--- config.mk ---
export PLATFORM = sky130hd
export DESIGN_NAME = weld_torch_cycle_sequencer_unit
export DESIGN_NICKNAME = d
export VERILOG_FILES = /design/src/sv/wtcs_pkg.sv /design/src/sv/wtcs_core.sv /design/src/sv/weld_torch_cycle_sequencer_unit.sv
export SDC_FILE = /design/constraint.sdc
export NUM_CORES = 1
export LEC_CHECK = 0
export BUFFER_PORTS_ARGS = -buffer_cell sky130_fd_sc_hd__clkbuf_2
export CORE_AREA = 4 4 140 109
export CTS_CLUSTER_SIZE = 8
export DETAILED_ROUTE_END_ITERATION = 10
export DIE_AREA = 0 0 144 113
export GPL_ROUTABILITY_DRIVEN = 0
export MAX_ROUTING_LAYER = met4
export PLACE_DENSITY = 0.89
export SYNTH_ARGS = -nofsm -noshare
export SYNTH_HDL_FRONTEND = slang
export SYNTH_HIERARCHICAL = 1
export SYNTH_SLANG_ARGS = --single-unit
--- constraint.sdc ---
create_clock -name clk -period 7.63 [get_ports clk]
set_input_delay 0 -clock clk [delete_from_list [all_inputs] [get_ports clk]]
set_output_delay 0 -clock clk [all_outputs]
set_load 0.05 [all_outputs]
--- src/sv/wtcs_pkg.sv ---
// ---------------------------------------------------------------------------
// wtcs_pkg
// Types, codes and constants of the torch cycle sequencer.
// ---------------------------------------------------------------------------
package wtcs_pkg;

	localparam int COUNT_WIDTH_DEF = 16;

	// phase codes
	localparam logic [2:0] PH_PRE  = 3'd0;
	localparam logic [2:0] PH_WELD = 3'd1;
	localparam logic [2:0] PH_BURN = 3'd2;
	localparam logic [2:0] PH_POST = 3'd3;
	localparam logic [2:0] PH_EXIT = 3'd4;

	// register indexes
	localparam logic [2:0] REG_SEQ_MODE   = 3'd0;
	localparam logic [2:0] REG_CRATER_EN  = 3'd1;
	localparam logic [2:0] REG_CRATER_SPD = 3'd2;
	localparam logic [2:0] REG_PREFLOW    = 3'd3;
	localparam logic [2:0] REG_BURNBACK   = 3'd4;
	localparam logic [2:0] REG_POSTFLOW   = 3'd5;
	localparam logic [2:0] REG_SET_VOLT   = 3'd6;
	localparam logic [2:0] REG_CRATER_VOLT = 3'd7;

	localparam logic [7:0] CRATER_SKIP = 8'd20;
	localparam logic [9:0] VOLT_BURN   = 10'd140;
	localparam logic [9:0] VOLT_FTT    = 10'd190;

	typedef struct packed {
		logic [1:0]  sequence_mode;
		logic        crater_enable;
		logic [7:0]  crater_speed;
		logic [7:0]  preflow_time;
		logic [11:0] burnback_time;
		logic [7:0]  postflow_time;
		logic [9:0]  set_voltage;
		logic [9:0]  crater_voltage;
	} cfg_t;

	typedef struct packed {
		logic       gas;
		logic       motor;
		logic       active;
		logic       pulse;
		logic       cvref;
		logic       cvoff;
		logic       crspd;
		logic       shdn;
		logic [9:0] volt;
	} latch_t;

	typedef struct packed {
		logic [2:0] seq_phase;
		logic       in_cycle;
		logic       timer_running;
		logic       first_release_seen;
		logic       crater_armed;
		logic       release_in_tail;
		latch_t     lat;
	} state_t;

	typedef struct packed {
		logic cycle_start;
		logic motor_stop_wait;
	} pulse_t;

endpackage

--- src/sv/wtcs_core.sv ---
// ---------------------------------------------------------------------------
// wtcs_core
// Next-state and output logic for one control-loop pass.
// ---------------------------------------------------------------------------
module wtcs_core #(
	parameter int COUNT_WIDTH = wtcs_pkg::COUNT_WIDTH_DEF
) (
	input  wtcs_pkg::cfg_t         cfg,
	input  wtcs_pkg::state_t       st,
	input  logic [COUNT_WIDTH-1:0] cnt,
	input  logic                   pressed,
	input  logic                   tick,
	input  logic                   fault,
	output wtcs_pkg::state_t       st_nxt,
	output logic [COUNT_WIDTH-1:0] cnt_nxt,
	output wtcs_pkg::pulse_t       pls
);

	localparam int CMP_W = (COUNT_WIDTH > 12) ? COUNT_WIDTH : 12;

	logic [CMP_W-1:0] pre_thr;
	logic [CMP_W-1:0] burn_thr;
	logic [CMP_W-1:0] post_thr;

	// value * 10 as shift-add
	assign pre_thr  = CMP_W'({cfg.preflow_time, 3'b000}) + CMP_W'({cfg.preflow_time, 1'b0});
	assign post_thr = CMP_W'({cfg.postflow_time, 3'b000}) + CMP_W'({cfg.postflow_time, 1'b0});
	assign burn_thr = CMP_W'(cfg.burnback_time);

	always_comb begin
		wtcs_pkg::state_t       n;
		logic [COUNT_WIDTH-1:0] c;
		logic                   pm;
		logic                   four;
		logic                   start;
		logic                   stopw;

		n     = st;
		c     = cnt;
		pm    = cfg.sequence_mode[1];
		four  = cfg.sequence_mode[0];
		start = 1'b0;
		stopw = 1'b0;

		if (st.timer_running && tick && (c != '1)) begin
			c = c + 1'b1;
		end

		if (pressed || st.in_cycle) begin
			if (!fault) begin
				if (pm) begin
					n.lat.gas = 1'b1;
				end
				if (!n.in_cycle) begin
					n.seq_phase = wtcs_pkg::PH_PRE;
					start = 1'b1;
					if (!pm) begin
						n.lat.crspd = 1'b0;
					end
				end
				if (!four) begin
					unique case (n.seq_phase)
						wtcs_pkg::PH_PRE: begin
							if (pm) begin
								n.lat.shdn = 1'b0;
							end
							if (!n.in_cycle) begin
								n.timer_running = 1'b1;
								c = '0;
								n.lat.cvref = 1'b0;
								n.lat.gas = 1'b1; n.lat.motor = 1'b0; n.lat.active = 1'b1;
								n.in_cycle = 1'b1;
								if (pm) begin
									n.lat.cvoff = 1'b0; n.lat.volt = '0;
								end
							end
							if (CMP_W'(c) >= pre_thr) begin
								n.timer_running = 1'b0;
								c = '0;
								n.lat.cvoff = 1'b1;
								n.lat.volt = pm ? 10'd0 : cfg.set_voltage;
								n.lat.pulse = 1'b1; n.lat.cvref = 1'b0;
								n.lat.gas = 1'b1; n.lat.motor = 1'b1; n.lat.active = 1'b1;
								n.seq_phase = wtcs_pkg::PH_WELD;
							end
							if (!pressed) begin
								n.seq_phase = wtcs_pkg::PH_EXIT;
							end
						end
						wtcs_pkg::PH_WELD: begin
							n.lat.pulse = 1'b1; n.lat.cvref = 1'b0;
							n.lat.cvoff = 1'b1; n.lat.volt = cfg.set_voltage;
							n.lat.gas = 1'b1; n.lat.motor = 1'b1; n.lat.active = 1'b1;
							if (!pressed) begin
								n.timer_running = 1'b1;
								c = '0;
								n.lat.motor = 1'b0;
								n.lat.pulse = 1'b0; n.lat.cvref = 1'b1;
								n.seq_phase = wtcs_pkg::PH_BURN;
								if (pm) begin
									n.lat.volt = wtcs_pkg::VOLT_FTT;
								end
								stopw = 1'b1;
							end
						end
						wtcs_pkg::PH_BURN: begin
							if (CMP_W'(c) >= burn_thr) begin
								n.lat.gas = 1'b1; n.lat.motor = 1'b0; n.lat.active = 1'b1;
								n.timer_running = 1'b1;
								c = '0;
								n.lat.pulse = 1'b0; n.lat.cvref = 1'b1;
								n.lat.cvoff = 1'b0;
								n.lat.volt = pm ? 10'd0 : wtcs_pkg::VOLT_BURN;
								n.seq_phase = wtcs_pkg::PH_POST;
							end
							if (pressed) begin
								n.seq_phase = wtcs_pkg::PH_EXIT;
							end
						end
						wtcs_pkg::PH_POST: begin
							n.lat.cvoff = 1'b0; n.lat.volt = '0;
							if (pm) begin
								n.lat.shdn = 1'b1;
							end
							if (CMP_W'(c) >= post_thr) begin
								n.lat.gas = 1'b0; n.lat.motor = 1'b0; n.lat.active = 1'b1;
								n.timer_running = 1'b0;
								c = '0;
								n.lat.pulse = 1'b0; n.lat.cvref = 1'b0;
								n.seq_phase = wtcs_pkg::PH_EXIT;
							end
							if (pressed) begin
								n.seq_phase = wtcs_pkg::PH_EXIT;
							end
						end
						wtcs_pkg::PH_EXIT: begin
							n.lat.pulse = 1'b0; n.lat.cvref = 1'b0;
							n.lat.cvoff = 1'b0; n.lat.volt = '0;
							n.lat.gas = 1'b0; n.lat.motor = 1'b0; n.lat.active = 1'b0;
							n.timer_running = 1'b0;
							c = '0;
							n.in_cycle = 1'b0;
						end
						default: begin
						end
					endcase
				end else begin
					unique case (n.seq_phase)
						wtcs_pkg::PH_PRE: begin
							if (pm) begin
								n.lat.shdn = 1'b0;
							end
							if (!n.in_cycle) begin
								n.timer_running = 1'b1;
								c = '0;
								n.lat.gas = 1'b1; n.lat.motor = 1'b0; n.lat.active = 1'b1;
								n.lat.pulse = 1'b0; n.lat.cvref = 1'b0;
								n.lat.cvoff = 1'b0; n.lat.volt = '0;
								n.in_cycle = 1'b1;
							end else if (CMP_W'(c) >= pre_thr) begin
								n.timer_running = 1'b0;
								c = '0;
								n.lat.pulse = 1'b1; n.lat.cvref = 1'b0;
								n.lat.cvoff = 1'b1; n.lat.volt = '0;
								n.lat.gas = 1'b1; n.lat.motor = pm; n.lat.active = 1'b1;
								n.seq_phase = wtcs_pkg::PH_WELD;
							end
						end
						wtcs_pkg::PH_WELD: begin
							if (!pressed && !n.first_release_seen) begin
								n.first_release_seen = 1'b1;
								n.lat.pulse = 1'b1; n.lat.cvref = 1'b0;
								if (pm) begin
									n.lat.cvoff = 1'b1;
								end
								n.lat.volt = cfg.set_voltage;
								n.lat.gas = 1'b1; n.lat.motor = 1'b1; n.lat.active = 1'b1;
							end else if (!pressed && !n.crater_armed) begin
								n.lat.pulse = 1'b1; n.lat.cvref = 1'b0;
								n.lat.cvoff = 1'b1; n.lat.volt = cfg.set_voltage;
								n.lat.gas = 1'b1; n.lat.motor = 1'b1; n.lat.active = 1'b1;
							end else if (pressed && n.first_release_seen && !n.crater_armed) begin
								n.lat.pulse = 1'b1; n.lat.cvref = 1'b0;
								n.lat.cvoff = 1'b1; n.lat.volt = cfg.crater_voltage;
								n.lat.gas = 1'b1; n.lat.motor = 1'b1; n.lat.active = 1'b1;
								if (cfg.crater_speed <= wtcs_pkg::CRATER_SKIP) begin
									n.lat.motor = 1'b0;
									n.lat.crspd = 1'b0;
									n.crater_armed = 1'b0;
									stopw = 1'b1;
									if (pm) begin
										n.lat.volt = '0;
									end else begin
										n.timer_running = 1'b1;
										c = '0;
										n.lat.volt = wtcs_pkg::VOLT_FTT;
										n.seq_phase = wtcs_pkg::PH_BURN;
									end
								end else begin
									n.lat.crspd = 1'b1;
									n.crater_armed = 1'b1;
								end
							end else if (n.first_release_seen && n.crater_armed &&
									(pressed == cfg.crater_enable)) begin
								n.timer_running = 1'b1;
								c = '0;
								n.lat.pulse = 1'b0; n.lat.cvref = 1'b1;
								n.lat.cvoff = 1'b1;
								n.lat.volt = pm ? cfg.crater_voltage : wtcs_pkg::VOLT_BURN;
								if (pm) begin
									n.lat.crspd = 1'b0;
								end
								n.lat.gas = 1'b1; n.lat.motor = 1'b0; n.lat.active = 1'b1;
								n.seq_phase = wtcs_pkg::PH_BURN;
								stopw = 1'b1;
							end
						end
						wtcs_pkg::PH_BURN, wtcs_pkg::PH_POST: begin
							if (n.seq_phase == wtcs_pkg::PH_BURN) begin
								if (CMP_W'(c) >= burn_thr) begin
									n.lat.pulse = 1'b0; n.lat.cvref = 1'b1;
									n.lat.cvoff = 1'b0; n.lat.volt = '0;
									n.lat.gas = 1'b1; n.lat.motor = 1'b0; n.lat.active = 1'b1;
									n.timer_running = 1'b1;
									c = '0;
									n.seq_phase = wtcs_pkg::PH_POST;
								end
							end else begin
								if (pm) begin
									n.lat.cvoff = 1'b0; n.lat.volt = '0;
									n.lat.shdn = 1'b1;
								end
								if (CMP_W'(c) >= post_thr) begin
									n.lat.pulse = 1'b0; n.lat.cvref = 1'b0;
									n.lat.cvoff = 1'b0; n.lat.volt = '0;
									n.lat.gas = 1'b0; n.lat.motor = 1'b0; n.lat.active = 1'b1;
									n.timer_running = 1'b0;
									c = '0;
									n.seq_phase = wtcs_pkg::PH_EXIT;
								end
							end
							if (!pressed && !n.release_in_tail) begin
								n.release_in_tail = 1'b1;
							end else if (pressed && n.release_in_tail) begin
								n.seq_phase = wtcs_pkg::PH_EXIT;
							end
						end
						wtcs_pkg::PH_EXIT: begin
							if (!pressed) begin
								n.lat.pulse = 1'b0; n.lat.cvref = 1'b0;
								n.lat.cvoff = 1'b0; n.lat.volt = '0;
								n.lat.gas = 1'b0; n.lat.motor = 1'b0; n.lat.active = 1'b0;
								n.timer_running = 1'b0;
								c = '0;
								n.in_cycle = 1'b0;
								n.first_release_seen = 1'b0;
								n.release_in_tail = 1'b0;
								n.crater_armed = 1'b0;
							end
						end
						default: begin
						end
					endcase
				end
			end
		end else begin
			// idle torch: references off
			n.lat.cvoff = 1'b0;
			n.lat.volt = '0;
		end

		st_nxt              = n;
		cnt_nxt             = c;
		pls.cycle_start     = start;
		pls.motor_stop_wait = stopw;
	end

endmodule

--- src/sv/weld_torch_cycle_sequencer_unit.sv ---
// ---------------------------------------------------------------------------
// weld_torch_cycle_sequencer_unit
// 2T/4T MIG and pulse-MIG torch cycle sequencer, one result item per item.
// ---------------------------------------------------------------------------
// channel   dir  handshake               payload
// s_axis    in   s_tvalid / s_tready     s_tdata[7:0]
// m_axis    out  m_tvalid / m_tready     m_tdata[23:0]
// cfg       in   cfg_we                  cfg_idx[2:0], cfg_data[11:0]
//
// Each item passes the input register, then one pass of the phase logic into
// the result register. One item per cycle is sustained while the result is
// taken; the state update loops st_q through wtcs_core. Reset clears the phase
// state, the output latches and the settings. A stalled result holds the pipe;
// s_tready drops only when both the input and result registers are full.
// ---------------------------------------------------------------------------
module weld_torch_cycle_sequencer_unit #(
	parameter int COUNT_WIDTH = wtcs_pkg::COUNT_WIDTH_DEF
) (
	input  logic        clk,
	input  logic        arst_n,
	input  logic        s_tvalid,
	output logic        s_tready,
	input  logic [7:0]  s_tdata,   // [0] torch_pressed, [1] tick, [2] fault
	output logic        m_tvalid,
	input  logic        m_tready,
	output logic [23:0] m_tdata,   // [0] gas_on, [1] motor_on, [2] cycle_active,
	                               // [3] pulse_enable, [4] cv_ref_on, [14:5] voltage_ref,
	                               // [15] cv_offset_on, [16] crater_speed_on, [19:17] phase,
	                               // [20] force_shutdown, [21] cycle_start,
	                               // [22] motor_stop_wait
	input  logic        cfg_we,
	input  logic [2:0]  cfg_idx,
	input  logic [11:0] cfg_data
);

	wtcs_pkg::cfg_t         cfg_q;
	wtcs_pkg::state_t       st_q;
	wtcs_pkg::state_t       st_nxt;
	wtcs_pkg::pulse_t       pls;
	logic [COUNT_WIDTH-1:0] cnt_q;
	logic [COUNT_WIDTH-1:0] cnt_nxt;

	logic       valid_s1;
	logic [2:0] in_s1;
	logic       adv;
	logic       out_valid_q;
	logic [22:0] res_q;

	assign adv      = valid_s1 && (!out_valid_q || m_tready);
	assign s_tready = !valid_s1 || adv;
	assign m_tvalid = out_valid_q;
	assign m_tdata  = {1'b0, res_q};

	always_ff @(posedge clk or negedge arst_n) begin
		if (!arst_n) begin
			cfg_q <= '0;
		end else if (cfg_we) begin
			unique case (cfg_idx)
				wtcs_pkg::REG_SEQ_MODE:    cfg_q.sequence_mode  <= cfg_data[1:0];
				wtcs_pkg::REG_CRATER_EN:   cfg_q.crater_enable  <= cfg_data[0];
				wtcs_pkg::REG_CRATER_SPD:  cfg_q.crater_speed   <= cfg_data[7:0];
				wtcs_pkg::REG_PREFLOW:     cfg_q.preflow_time   <= cfg_data[7:0];
				wtcs_pkg::REG_BURNBACK:    cfg_q.burnback_time  <= cfg_data;
				wtcs_pkg::REG_POSTFLOW:    cfg_q.postflow_time  <= cfg_data[7:0];
				wtcs_pkg::REG_SET_VOLT:    cfg_q.set_voltage    <= cfg_data[9:0];
				wtcs_pkg::REG_CRATER_VOLT: cfg_q.crater_voltage <= cfg_data[9:0];
				default: begin
				end
			endcase
		end
	end

	always_ff @(posedge clk or negedge arst_n) begin
		if (!arst_n) begin
			valid_s1 <= 1'b0;
		end else if (s_tready) begin
			valid_s1 <= s_tvalid;
		end
	end

	always_ff @(posedge clk) begin
		if (s_tready && s_tvalid) begin
			in_s1 <= s_tdata[2:0];
		end
	end

	wtcs_core #(
		.COUNT_WIDTH(COUNT_WIDTH)
	) u_core (
		.cfg     (cfg_q),
		.st      (st_q),
		.cnt     (cnt_q),
		.pressed (in_s1[0]),
		.tick    (in_s1[1]),
		.fault   (in_s1[2]),
		.st_nxt  (st_nxt),
		.cnt_nxt (cnt_nxt),
		.pls     (pls)
	);

	// all-zero state is pre-flow, not in a cycle, latches off
	always_ff @(posedge clk or negedge arst_n) begin
		if (!arst_n) begin
			st_q        <= '0;
			cnt_q       <= '0;
			out_valid_q <= 1'b0;
		end else begin
			if (adv) begin
				st_q  <= st_nxt;
				cnt_q <= cnt_nxt;
			end
			if (adv) begin
				out_valid_q <= 1'b1;
			end else if (m_tready) begin
				out_valid_q <= 1'b0;
			end
		end
	end

	always_ff @(posedge clk) begin
		if (adv) begin
			res_q <= {pls.motor_stop_wait, pls.cycle_start, st_nxt.lat.shdn,
				st_nxt.seq_phase, st_nxt.lat.crspd, st_nxt.lat.cvoff, st_nxt.lat.volt,
				st_nxt.lat.cvref, st_nxt.lat.pulse, st_nxt.lat.active,
				st_nxt.lat.motor, st_nxt.lat.gas};
		end
	end

endmodule

==> summary.txt, run 1 <==
Setup path
  – CP Depth: 19
  – Crit path top cell by count: a21oi_1
  – Worst path max stage delay: slightly below 0.6 ns
  – Worst reg-to-reg setup slack: between 2 and 2.5 ns
  – CP Max Fanout: 11
  – Arrival @ worst endpoint: about 5.9 ns
  – Critical Path End Type: register
  – Critical Path RT: between 7 and 8 ns
  – Worst path slowest cell: nor3_1
  – CP Cell Sequence: ha_1, inv_1, nor4_4, a21oi_1, and3_1, and3_1, xnor2_1, inv_1, ha_1, a21oi_1, o21ai_0, a21oi_1, nand3_1, nor3_1, nor2_1, o32ai_1, o211ai_1, o21a_1, mux2_2
  – CP Buf/Inv Count: 2
  – CP top delay family: simple AND/OR/NAND/NOR gates
  – Setup CP Type: reg2reg
  – CP startpoint kind: register
  – Worst R2R Path Depth: 19

Floorplanning
  – Starting density of the core: 0.632
  – Core area: ~14,000 µm²
  – Die H: ~110 µm
  – I/O pins: 54
  – Die area: approximately 16,000 µm²
  – Site row count: 38
  – Die Width: ~140 µm

Final layout
  – Commonest non-fill, non-tap cell in the layout: dfrtp_1
  – Antenna diodes: 0
  – Fin cells: roughly 1.2k
  – Share of cells above drive strength 1: 0.217
  – Nets: between 1k and 1.5k
  – Area grow syn2layout: 12.7%
  – Design area: approximately 10000 µm²
  – Commonest cells after routing, fill and taps aside: dfrtp_1, mux2_2, nor2_1

Timing
  – PnR worst setup slack: between 2 and 2.5 ns
  – Slew @ Worst Pin: approximately 1.1 ns
  – # setup viols final: 0
  – Rel. slew slack: 0.288
  – RSZ-0062 raised after global routing: no
  – Final min period: 5.58 ns
  – Highest clock rate: around 180 MHz
  – Max-slew violation count: 0
  – Final hold violation count: 0
  – Setup TNS: 0 ns
  – Final period util: 0.731
  – Post-route clock skew: 0.0125 ns

Synth
  – Yosys reg bits: ~130
  – Synth Instances: roughly 910
  – Syn Std Cell Area: 8860 µm²
  – Syn Nets: around 1,000
  – Seq/Total Area, Yosys: 0.379
  – Main synth FF type: dfrtp_1
  – Synth warn: 6
  – Post-synth cell types: 88
  – EDFF count, synth: 26
  – Area share of the largest cell type after synthesis: 0.291
  – Largest cells by area after synthesis: dfrtp_1, mux2_2, edfxtp_1
  – Ys async rst share: 0.798
  – Synthesized area per cell: slightly below 10 µm²
  – Synth area leader: dfrtp_1

Clock tree
  – Clk slew on worst S/H paths: around 0.06 ns
  – Root Buffer: clkbuf_16
  – Htree depth: 4
  – TritonCTS Buffers: 17
  – Clk_lat worst skew: around 0.43 ns
  – CTS tree: built
  – CTS Buffer Depth: 2
  – Resized cells post-CTS: 0
  – Number of clock sinks: around 130

Drt
  – Vias post-DR: between 8k and 9k
  – DR vias/cell: about 7
  – Post-Route WL: between 20,000 and 25,000 µm
  – Detail Route Antenna Nets: 0
  – Number of remaining DRC errors: 5
  – First-pass DRT Iterations: 11
  – Initial DRC count: between 1.5k and 2k
  – DR WL/cell: between 20 and 25 µm

Outcome
  – Status: finished, violations left
  – Failing checks: design-rule violations

GRT
  – First-pass GRT wire length: 39,600 µm
  – Largest net degree at the start of global routing: between 70 and 80
  – GRT overflow: 0
  – Total track usage: 0.319
  – Initial antenna violation count: 0
  – Vias in the first global route: 7,696

Placed design
  – Post-placement cell area: a little over 9000 µm²
  – Dpl hpwl: between 15,000 and 20,000 µm
  – DP Worst Slack: 2.29 ns
  – Placed Cells: about 1.1k
  – IO Port Bufs: between 40 and 50

Power and ir drop
  – Power Density: 298 nW/µm²
  – Leakage power: roughly 0.0045 µW
  – VDD IR max: about 220 µV

Worst hold path
  – Hold Crit Class: in2async

Flow run
  – Max_cap viols: 0
metrics by stage:
stage | hold WS [ns] | utilization | power, µW
2_1_floorplan | -0.296 | - | 1810
3_3_place_gp | -0.0192 | 0.656 | 2040
3_5_place_dp | -0.0105 | 0.656 | 2090
4_1_cts | 0.0757 | 0.712 | 2930
5_1_grt | 0.110 | 0.712 | 3120
6_report | 0.0756 | 0.712 | 2980
cell type report:
type,instances,area [µm²]
clock buffer,20,468
multi-input combinational,692,5160
inverter,49,184
fill,932,4040
clock inverter,12,123
sequential,129,3360
tap,180,225
timing repair buffer,71,465
kinds of logic (layout without fill, tap and decap cells):
group | Yosys count | count (layout) | share of synthesized area
buffers and inverters | 86 | 152 | 0.0390
XOR/XNOR | 26 | 26 | 0.0257
multiplexers | 107 | 107 | 0.135
AND/OR/NAND/NOR | 278 | 278 | 0.166
adder cells (fa/ha/maj) | 60 | 60 | 0.0864
other | 1 | 1 | 0.000423
AO/OA/AOI/OAI | 220 | 220 | 0.169
flip-flops | 129 | 129 | 0.379
worst paths after layout:
kind,start,to
worst max-delay path,cnt_q[0],st_q[17]
worst min-delay path,arst_n,cnt_q[7]
worst max register to register,cnt_q[0],st_q[17]
worst min register to register,cfg_q[36],cfg_q[36]
max in group asynchronous,arst_n,cfg_q[57]
min in group clk,cfg_idx[1],cfg_q[56]
repair_timing:
action                                 CTS  global route
endpoints found under the hold margin   97             0
setup buffers                            0             0
hold buffers                            19             0
registers in the layout, indices dropped and copies added (netlist names):
signal,count
in_s1,3
st_q,26
res_q,23
cnt_q,16
m_tvalid,1
valid_s1,1
cfg_q,59
layer usage:
layer	share of wire	vias up	global-route usage
li1	-	3494	-
met1	0.40	3781	0.422
met2	0.44	607	0.471
met3	0.12	156	0.0938
met4	0.038	0	0.107
met5	0	-	-
power by group:
part	switching [µW]	internal [µW]
logic	707	430
registers	172	854
clock network	332	483
total	1210	1770
synth_stat cells (10+ instances only):
| cell | instances |
|---|---|
| a211oi_1 | 13 |
| a21oi_1 | 50 |
| a31oi_1 | 13 |
| and3_1 | 13 |
| clkbuf_1 | 24 |
| dfrtp_1 | 103 |
| edfxtp_1 | 26 |
| ha_1 | 58 |
| inv_1 | 48 |
| mux2_2 | 102 |
| nand2_1 | 59 |
| nand3_1 | 35 |
| nand4_1 | 15 |
| nor2_1 | 75 |
| nor3_1 | 21 |
| o211ai_1 | 10 |
| o21ai_0 | 49 |
| xnor2_1 | 12 |
| xor2_1 | 14 |
No activity file was read; power rests on OpenSTA's default activity.
==> inputs of run 2 (changes only) <==
Settings changed: ABC_AREA set to 1, CORE_AREA 4 4 140 109 to 4 4 150 116, DIE_AREA 0 0 144 113 to 0 0 154 120, PLACE_DENSITY 0.89 to 0.87.
Clock period 7.63 ns to 5.45 ns, I/O delays scaled along.
==> run 2 against run 1 <==
- the flow now finishes without violations
- die area is 14% higher
- maximum frequency rose by 17%
- clock-buffer cell count is 1 higher
- non-clock buffer count grew 13
- sequential power rose by 41%
- critical path depth increased by 8
- utilization is 1.6 points lower
- first-iteration DRC count rose by 18%
- final cell count up 49%
- synthesized cell count is 59% higher
- highest routed layer unchanged
==> summary.txt, run 2 <==
Outcome
  – Status: complete, no violations

Setup path
  – Critical Path End Type: register
  – CP top delay family: simple AND/OR/NAND/NOR gates
  – Setup CP Type: reg2reg
  – Worst path max stage delay: 0.46 ns (-0.13 ns)
  – Arrival @ worst endpoint: 5.12 ns (-0.76 ns)
  – Worst path slowest cell: a221oi_1
  – Crit path top cell by count: nand2_1
  – Worst Setup SP: cnt_q[0]
  – Critical Path RT: 5.82 ns (-2.11 ns)
  – CP Buf/Inv Count: 5 (+3)
  – CP Max Fanout: 6 (-5)
  – CP startpoint kind: register
  – Reg-to-reg startpoint: cnt_q[0]

Clock tree
  – Number of clock sinks: 129 (unchanged)
  – Clk_lat worst skew: 0.43 ns (about the same)
  – Htree depth: 4 (unchanged)
  – CTS tree: built
  – Clk slew on worst S/H paths: 0.06 ns (about the same)
  – TritonCTS Buffers: 17 (unchanged)
  – Resized cells post-CTS: 0 (unchanged)
  – CTS Buffer Depth: 2 (unchanged)
  – Root Buffer: clkbuf_16

Timing
  – Slew @ Worst Pin: 1.14 ns (+0.0699 ns)
  – Setup TNS: 0 ns (unchanged)
  – RSZ-0062 raised after global routing: no
  – Highest clock rate: 211 MHz (+17%)
  – Final period util: 0.871 (+0.141)
  – Final min period: 4.75 ns (-0.827 ns)
  – Rel. slew slack: 0.239 (-0.0494)
  – # setup viols final: 0 (unchanged)
  – Post-route clock skew: 0.0136 ns (+0.00101 ns)
  – Max-slew violation count: 0 (unchanged)
  – Final hold violation count: 0 (unchanged)

Power and ir drop
  – Power Density: 407 nW/µm² (+37%)
  – VDD IR max: 237 µV (+8.5%)
  – Leakage power: 0.00592 µW (+32%)

Final layout
  – Largest Register: cfg_q
  – Area grow syn2layout: 12.1%
  – Commonest cells after routing, fill and taps aside: nand2_1, inv_1, nand3_1
  – Nets: 1,587 (+51%)
  – Design area: 11,000 µm² (+11%)
  – Largest register FFs: 59 (unchanged)
  – Share of cells above drive strength 1: 0.108 (-0.108)
  – Commonest non-fill, non-tap cell in the layout: nand2_1
  – Antenna diodes: 0 (unchanged)
  – Top flop regs: cfg_q: 59 flops, st_q: 26 flops, res_q: 23 flops

Synth
  – Synth warn: 6 (unchanged)
  – Synth area leader: dfrtp_1
  – Syn Std Cell Area: 9850 µm² (+11%)
  – Seq/Total Area, Yosys: 0.341 (-0.0380)
  – Most frequent cell after synthesis: nand2_1
  – Syn Nets: 1,527 (+53%)
  – Synth Instances: 1,439 (+59%)
  – Area share of the largest cell type after synthesis: 0.262 (-0.0292)
  – Largest cells by area after synthesis: dfrtp_1, nand2_1, edfxtp_1
  – Ys async rst share: 0.798 (unchanged)
  – Synthesized area per cell: 6.85 µm² (-30%)
  – EDFF count, synth: 26 (unchanged)
  – Main synth FF type: dfrtp_1
  – Top cells by count, synth: nand2_1, inv_1, nand3_1
  – Yosys reg bits: 129 (unchanged)
  – Post-synth cell types: 55 (-38%)

Drt
  – DR vias/cell: 5.97 (-14%)
  – First-pass DRT Iterations: 7 (-4)
  – DR WL/cell: 16.7 µm (-22%)
  – Initial DRC count: 1,787 (+18%)
  – Post-Route WL: 28,800 µm (+16%)
  – Detail Route Antenna Nets: 0 (unchanged)
  – Vias post-DR: 10.3k (+28%)
  – Number of remaining DRC errors: 0 (-5)

GRT
  – Initial antenna violation count: 0 (unchanged)
  – Total track usage: 0.323 (+0.00406)
  – Vias in the first global route: 9,537 (+24%)
  – Largest net degree at the start of global routing: 64 (-9.9%)
  – GRT overflow: 0 (unchanged)
  – First-pass GRT wire length: 47,400 µm (+20%)

Floorplanning
  – Core area: 15,900 µm² (+13%)
  – Starting density of the core: 0.621 (-0.0110)
  – Site row count: 40 (+5.3%)
  – Die Width: 154 µm (+6.9%)
  – Die area: 18,500 µm² (+14%)
  – Die H: 120 µm (+6.2%)
  – I/O pins: 54 (unchanged)

Worst hold path
  – Hold Crit Class: in2reg
  – Hold Path Origin: cfg_we

Placed design
  – IO Port Bufs: 47 (unchanged)
  – Post-placement cell area: 10,300 µm² (+11%)
  – Dpl hpwl: 20,000 µm (+21%)

Flow run
  – Max_cap viols: 0 (unchanged)
[run 2: cell type report]
| class | instances | area (µm²) |
|---|---|---|
| Sequential cell | 129 | 3360 |
| Multi-Input combinational cell | 1092 | 5620 |
| Clock buffer | 21 | 482 |
| Fill cell | 1301 | 4820 |
| Timing Repair Buffer | 84 | 571 |
| Tap cell | 210 | 263 |
| Clock inverter | 11 | 91.3 |
| Inverter | 175 | 659 |
[run 2: tightest hold or removal path, cell delays in order]
cell      delay, ns
clkbuf_2       0.11
inv_1          0.06
nor2_1         0.10
nand3_1        0.11
nand2_1        0.05
[run 2: worst paths after layout]
path | depth (start not counted) | end | slack (ns)
max in group asynchronous | 3 | cfg_q[56] | 4.15
hold reg to reg | 2 | cfg_q[49] | 0.47
setup / recovery | 27 | st_q[6] | 0.70
setup reg to reg | 27 | st_q[6] | 0.70
min in group asynchronous | 2 | st_q[4] | 0.09
hold / removal | 5 | cfg_q[49] | 0.03
[run 2: logic make-up after synthesis]
group,Yosys count,share of synthesized area
simple gates,825,0.366
buf+inv,218,0.0886
compound gates,185,0.108
flops,129,0.341
fa+ha+maj,60,0.0777
xor+xnor,21,0.0187
other cells,1,0.000381
[run 2: metrics by stage]
step	hold WS [ns]	total power, µW	utilization	setup slack [ns]	std cells
final	0.0335	4500	0.696	0.701	1722
after global routing	0.0479	4780	0.696	0.331	1722
after CTS	0.0159	4440	0.696	0.917	1722
after detailed placement	0.0166	3300	0.646	0.982	1668
after global placement	0.0120	3240	0.646	1.14	1668
after floorplan	-0.296	2810	-	1.61	1439
[run 2: power by group]
part           internal, µW  total [µW]  leakage [µW]  switching (µW)
logic                   607        1940       0.00406            1340
registers              1210        1450       0.00158             237
clock network           643        1110      0.000282             463
[run 2: routing by layer]
metal	wire length, µm	part of all wire	global-route usage	up-vias
met5	0	0	-	-
met4	967	0.034	0.108	0
met3	3560	0.12	0.0757	126
met2	12300	0.43	0.477	689
met1	11900	0.41	0.440	4656
li1	-	-	-	4814
[run 2: timing repair]
item	4_1_cts	5_1_grt
hold buffers	22	0
setup endpoints to repair	0	0
endpoints found under the hold margin	106	0
buffers inserted	0	0
==> inputs of run 3 (changes only) <==
Settings changed: CORE_AREA 4 4 150 116 to 4 4 160 123, DIE_AREA 0 0 154 120 to 0 0 164 127, PLACE_DENSITY 0.87 to 0.78.
==> run 3 against run 2 <==
- wire length down 0.16%
- clock-buffer cell count down 4
- hold slack better by 0.019 ns
- final cell count up 2.1%
- first-iteration DRC count down 28%
- via count down 2.2%
- sequential share of layout area down 0.15 points
- non-clock buffer count down 1
- register-to-register slack better by 0.11 ns
- global-route usage down 2.9 points
- setup slack better by 0.11 ns
==> summary.txt, run 3 (synthesized netlist as in run 2, its figures left out) <==
Outcome
  – Status: complete, no violations

Worst hold path
  – Hold Crit Class: in2reg
  – Hold Path Origin: cfg_we

Power and ir drop
  – Leakage power: 0.00592 µW (about the same)
  – Power Density: 407 nW/µm² (about the same)
  – VDD IR max: 315 µV (+33%)

Timing
  – Hold_ws: 0.0524 ns (+0.0188 ns)
  – Max-slew violation count: 0 (unchanged)
  – Final hold violation count: 0 (unchanged)
  – # setup viols final: 0 (unchanged)
  – RSZ-0062 raised after global routing: no
  – Post-route clock skew: 0.0115 ns (-0.00204 ns)
  – Slew @ Worst Pin: 0.995 ns (-0.142 ns)
  – Final min period: 4.64 ns (-0.110 ns)
  – Final period util: 0.851 (-0.0203)
  – Highest clock rate: 216 MHz (+2.4%)
  – Setup TNS: 0 ns (unchanged)
  – Rel. slew slack: 0.334 (+0.0949)

Drt
  – Vias post-DR: 10.1k (-2.2%)
  – Number of remaining DRC errors: 0 (unchanged)
  – DR WL/cell: 16.3 µm (-2.3%)
  – Initial DRC count: 1,291 (-28%)
  – Post-Route WL: 28,700 µm (-0.16%)
  – First-pass DRT Iterations: 7 (unchanged)
  – DR vias/cell: 5.72 (-4.3%)
  – Detail Route Antenna Nets: 0 (unchanged)

Setup path
  – Worst path slowest cell: dfrtp_1
  – Reg-to-reg startpoint: cnt_q[0]
  – CP startpoint kind: register
  – Critical Path RT: 5.82 ns (about the same)
  – Setup CP Type: reg2reg
  – Worst path max stage delay: 0.43 ns (-0.03 ns)
  – Crit path top cell by count: nand2_1
  – CP Max Fanout: 13 (+7)
  – Arrival @ worst endpoint: 5.01 ns (-0.11 ns)
  – Critical Path End Type: register
  – Worst Setup SP: cnt_q[0]

GRT
  – Initial antenna violation count: 1 (+1)
  – First-pass GRT wire length: 47,700 µm (+0.61%)
  – Total track usage: 0.293 (-0.0294)
  – Largest net degree at the start of global routing: 63 (-1.6%)
  – Vias in the first global route: 9,477 (-0.63%)
  – GRT overflow: 0 (unchanged)

Placed design
  – Dpl hpwl: 20,400 µm (+1.8%)
  – IO Port Bufs: 47 (unchanged)
  – Placed Cells: 1,705 (+2.2%)

Clock tree
  – Resized cells post-CTS: 0 (unchanged)
  – Htree depth: 4 (unchanged)
  – CTS tree: built
  – Clk slew on worst S/H paths: 0.07 ns (about the same)
  – Number of clock sinks: 129 (unchanged)
  – TritonCTS Buffers: 17 (unchanged)
  – Clk_lat worst skew: 0.44 ns (about the same)
  – Root Buffer: clkbuf_16
  – CTS Buffer Depth: 2 (unchanged)

Final layout
  – Largest Register: cfg_q
  – Largest register FFs: 59 (unchanged)
  – Share of cells above drive strength 1: 0.109 (+0.000734)
  – Fill cell count: 1,702 (+31%)
  – Flip-flop and latch area: 3360 µm² (unchanged)
  – Commonest cells after routing, fill and taps aside: nand2_1, inv_1, nand3_1
  – Fin cells: 1,759 (+2.1%)
  – Commonest non-fill, non-tap cell in the layout: nand2_1
  – Nets: 1,586 (-0.063%)
  – Area grow syn2layout: 12.6%
  – Area of the multi-input gates: 5620 µm² (unchanged)
  – Top flop regs: cfg_q: 59 flops, st_q: 26 flops, res_q: 23 flops

Floorplanning
  – Starting density of the core: 0.542 (-0.0792)
  – Die H: 127 µm (+5.8%)
  – I/O pins: 54 (unchanged)
  – Die Width: 164 µm (+6.5%)
  – Site row count: 43 (+7.5%)
  – Core area: 18,200 µm² (+15%)
  – Die area: 20,800 µm² (+13%)

Flow run
  – Max_cap viols: 0 (unchanged)
-- run 3: changes by cell type in the layout (fill, tap and decap cells not counted), sizes merged --
cell / delta
clkbuf: -4
diode: +1
dlygate4sd3: -1
inv: +4
-- run 3: path summary, 6_finish.rpt --
path,depth (start not counted),to,slack [ns]
max in group asynchronous,3,st_q[20],4.17
min in group asynchronous,2,st_q[4],0.09
worst min-delay path,5,cfg_q[41],0.05
worst max register to register,29,st_q[2],0.81
worst max-delay path,29,st_q[2],0.81
worst min register to register,2,cfg_q[55],0.47
-- run 3: stage by stage --
stage                     setup slack [ns]  area [µm²]   util  total power [µW]
after floorplan                       1.61        9850      -              2810
after global placement                1.05       10300  0.566              3250
after detailed placement             0.996       10300  0.566              3310
after CTS                            0.917       11100  0.610              4480
after global routing                 0.331       11100  0.610              4820
final                                0.812       11100  0.610              4520
-- run 3: cell type report --
cell class                      count  area share
Multi-Input combinational cell   1092       0.506
Antenna cell                        1    0.000225
Clock buffer                       17      0.0383
Clock inverter                     15      0.0147
Tap cell                          247      0.0278
Timing Repair Buffer               83      0.0505
Sequential cell                   129       0.303
Inverter                          175      0.0594
-- run 3: worst max-delay path, delay by kind of cell, from the launching register on --
kind                       cells  cell delay (ns)
buffers and inverters          3             0.32
and+or+nand+nor               21             2.86
AOI/OAI and AO/OA              2             0.17
adders and majority gates      2             0.58
xor gates and xnor gates       1             0.21
DFF                            1             0.43
-- run 3: where the power goes --
part           switching [µW]  leakage [µW]  internal, µW
sequential                235       0.00158          1210
combinational            1320       0.00405           607
clock                     533      0.000287           614
-- run 3: routing by layer --
metal	GRT usage	up-vias	wire length, µm
met5	-	-	0
met4	0.0804	0	703
met3	0.0751	104	3330
met2	0.424	531	12300
met1	0.412	4605	12400
li1	-	4817	-
-- run 3: repair_timing --
action	4_1_cts	5_1_grt
setup buffers	0	0
endpoints found under the hold margin	107	0
hold buffers	21	0
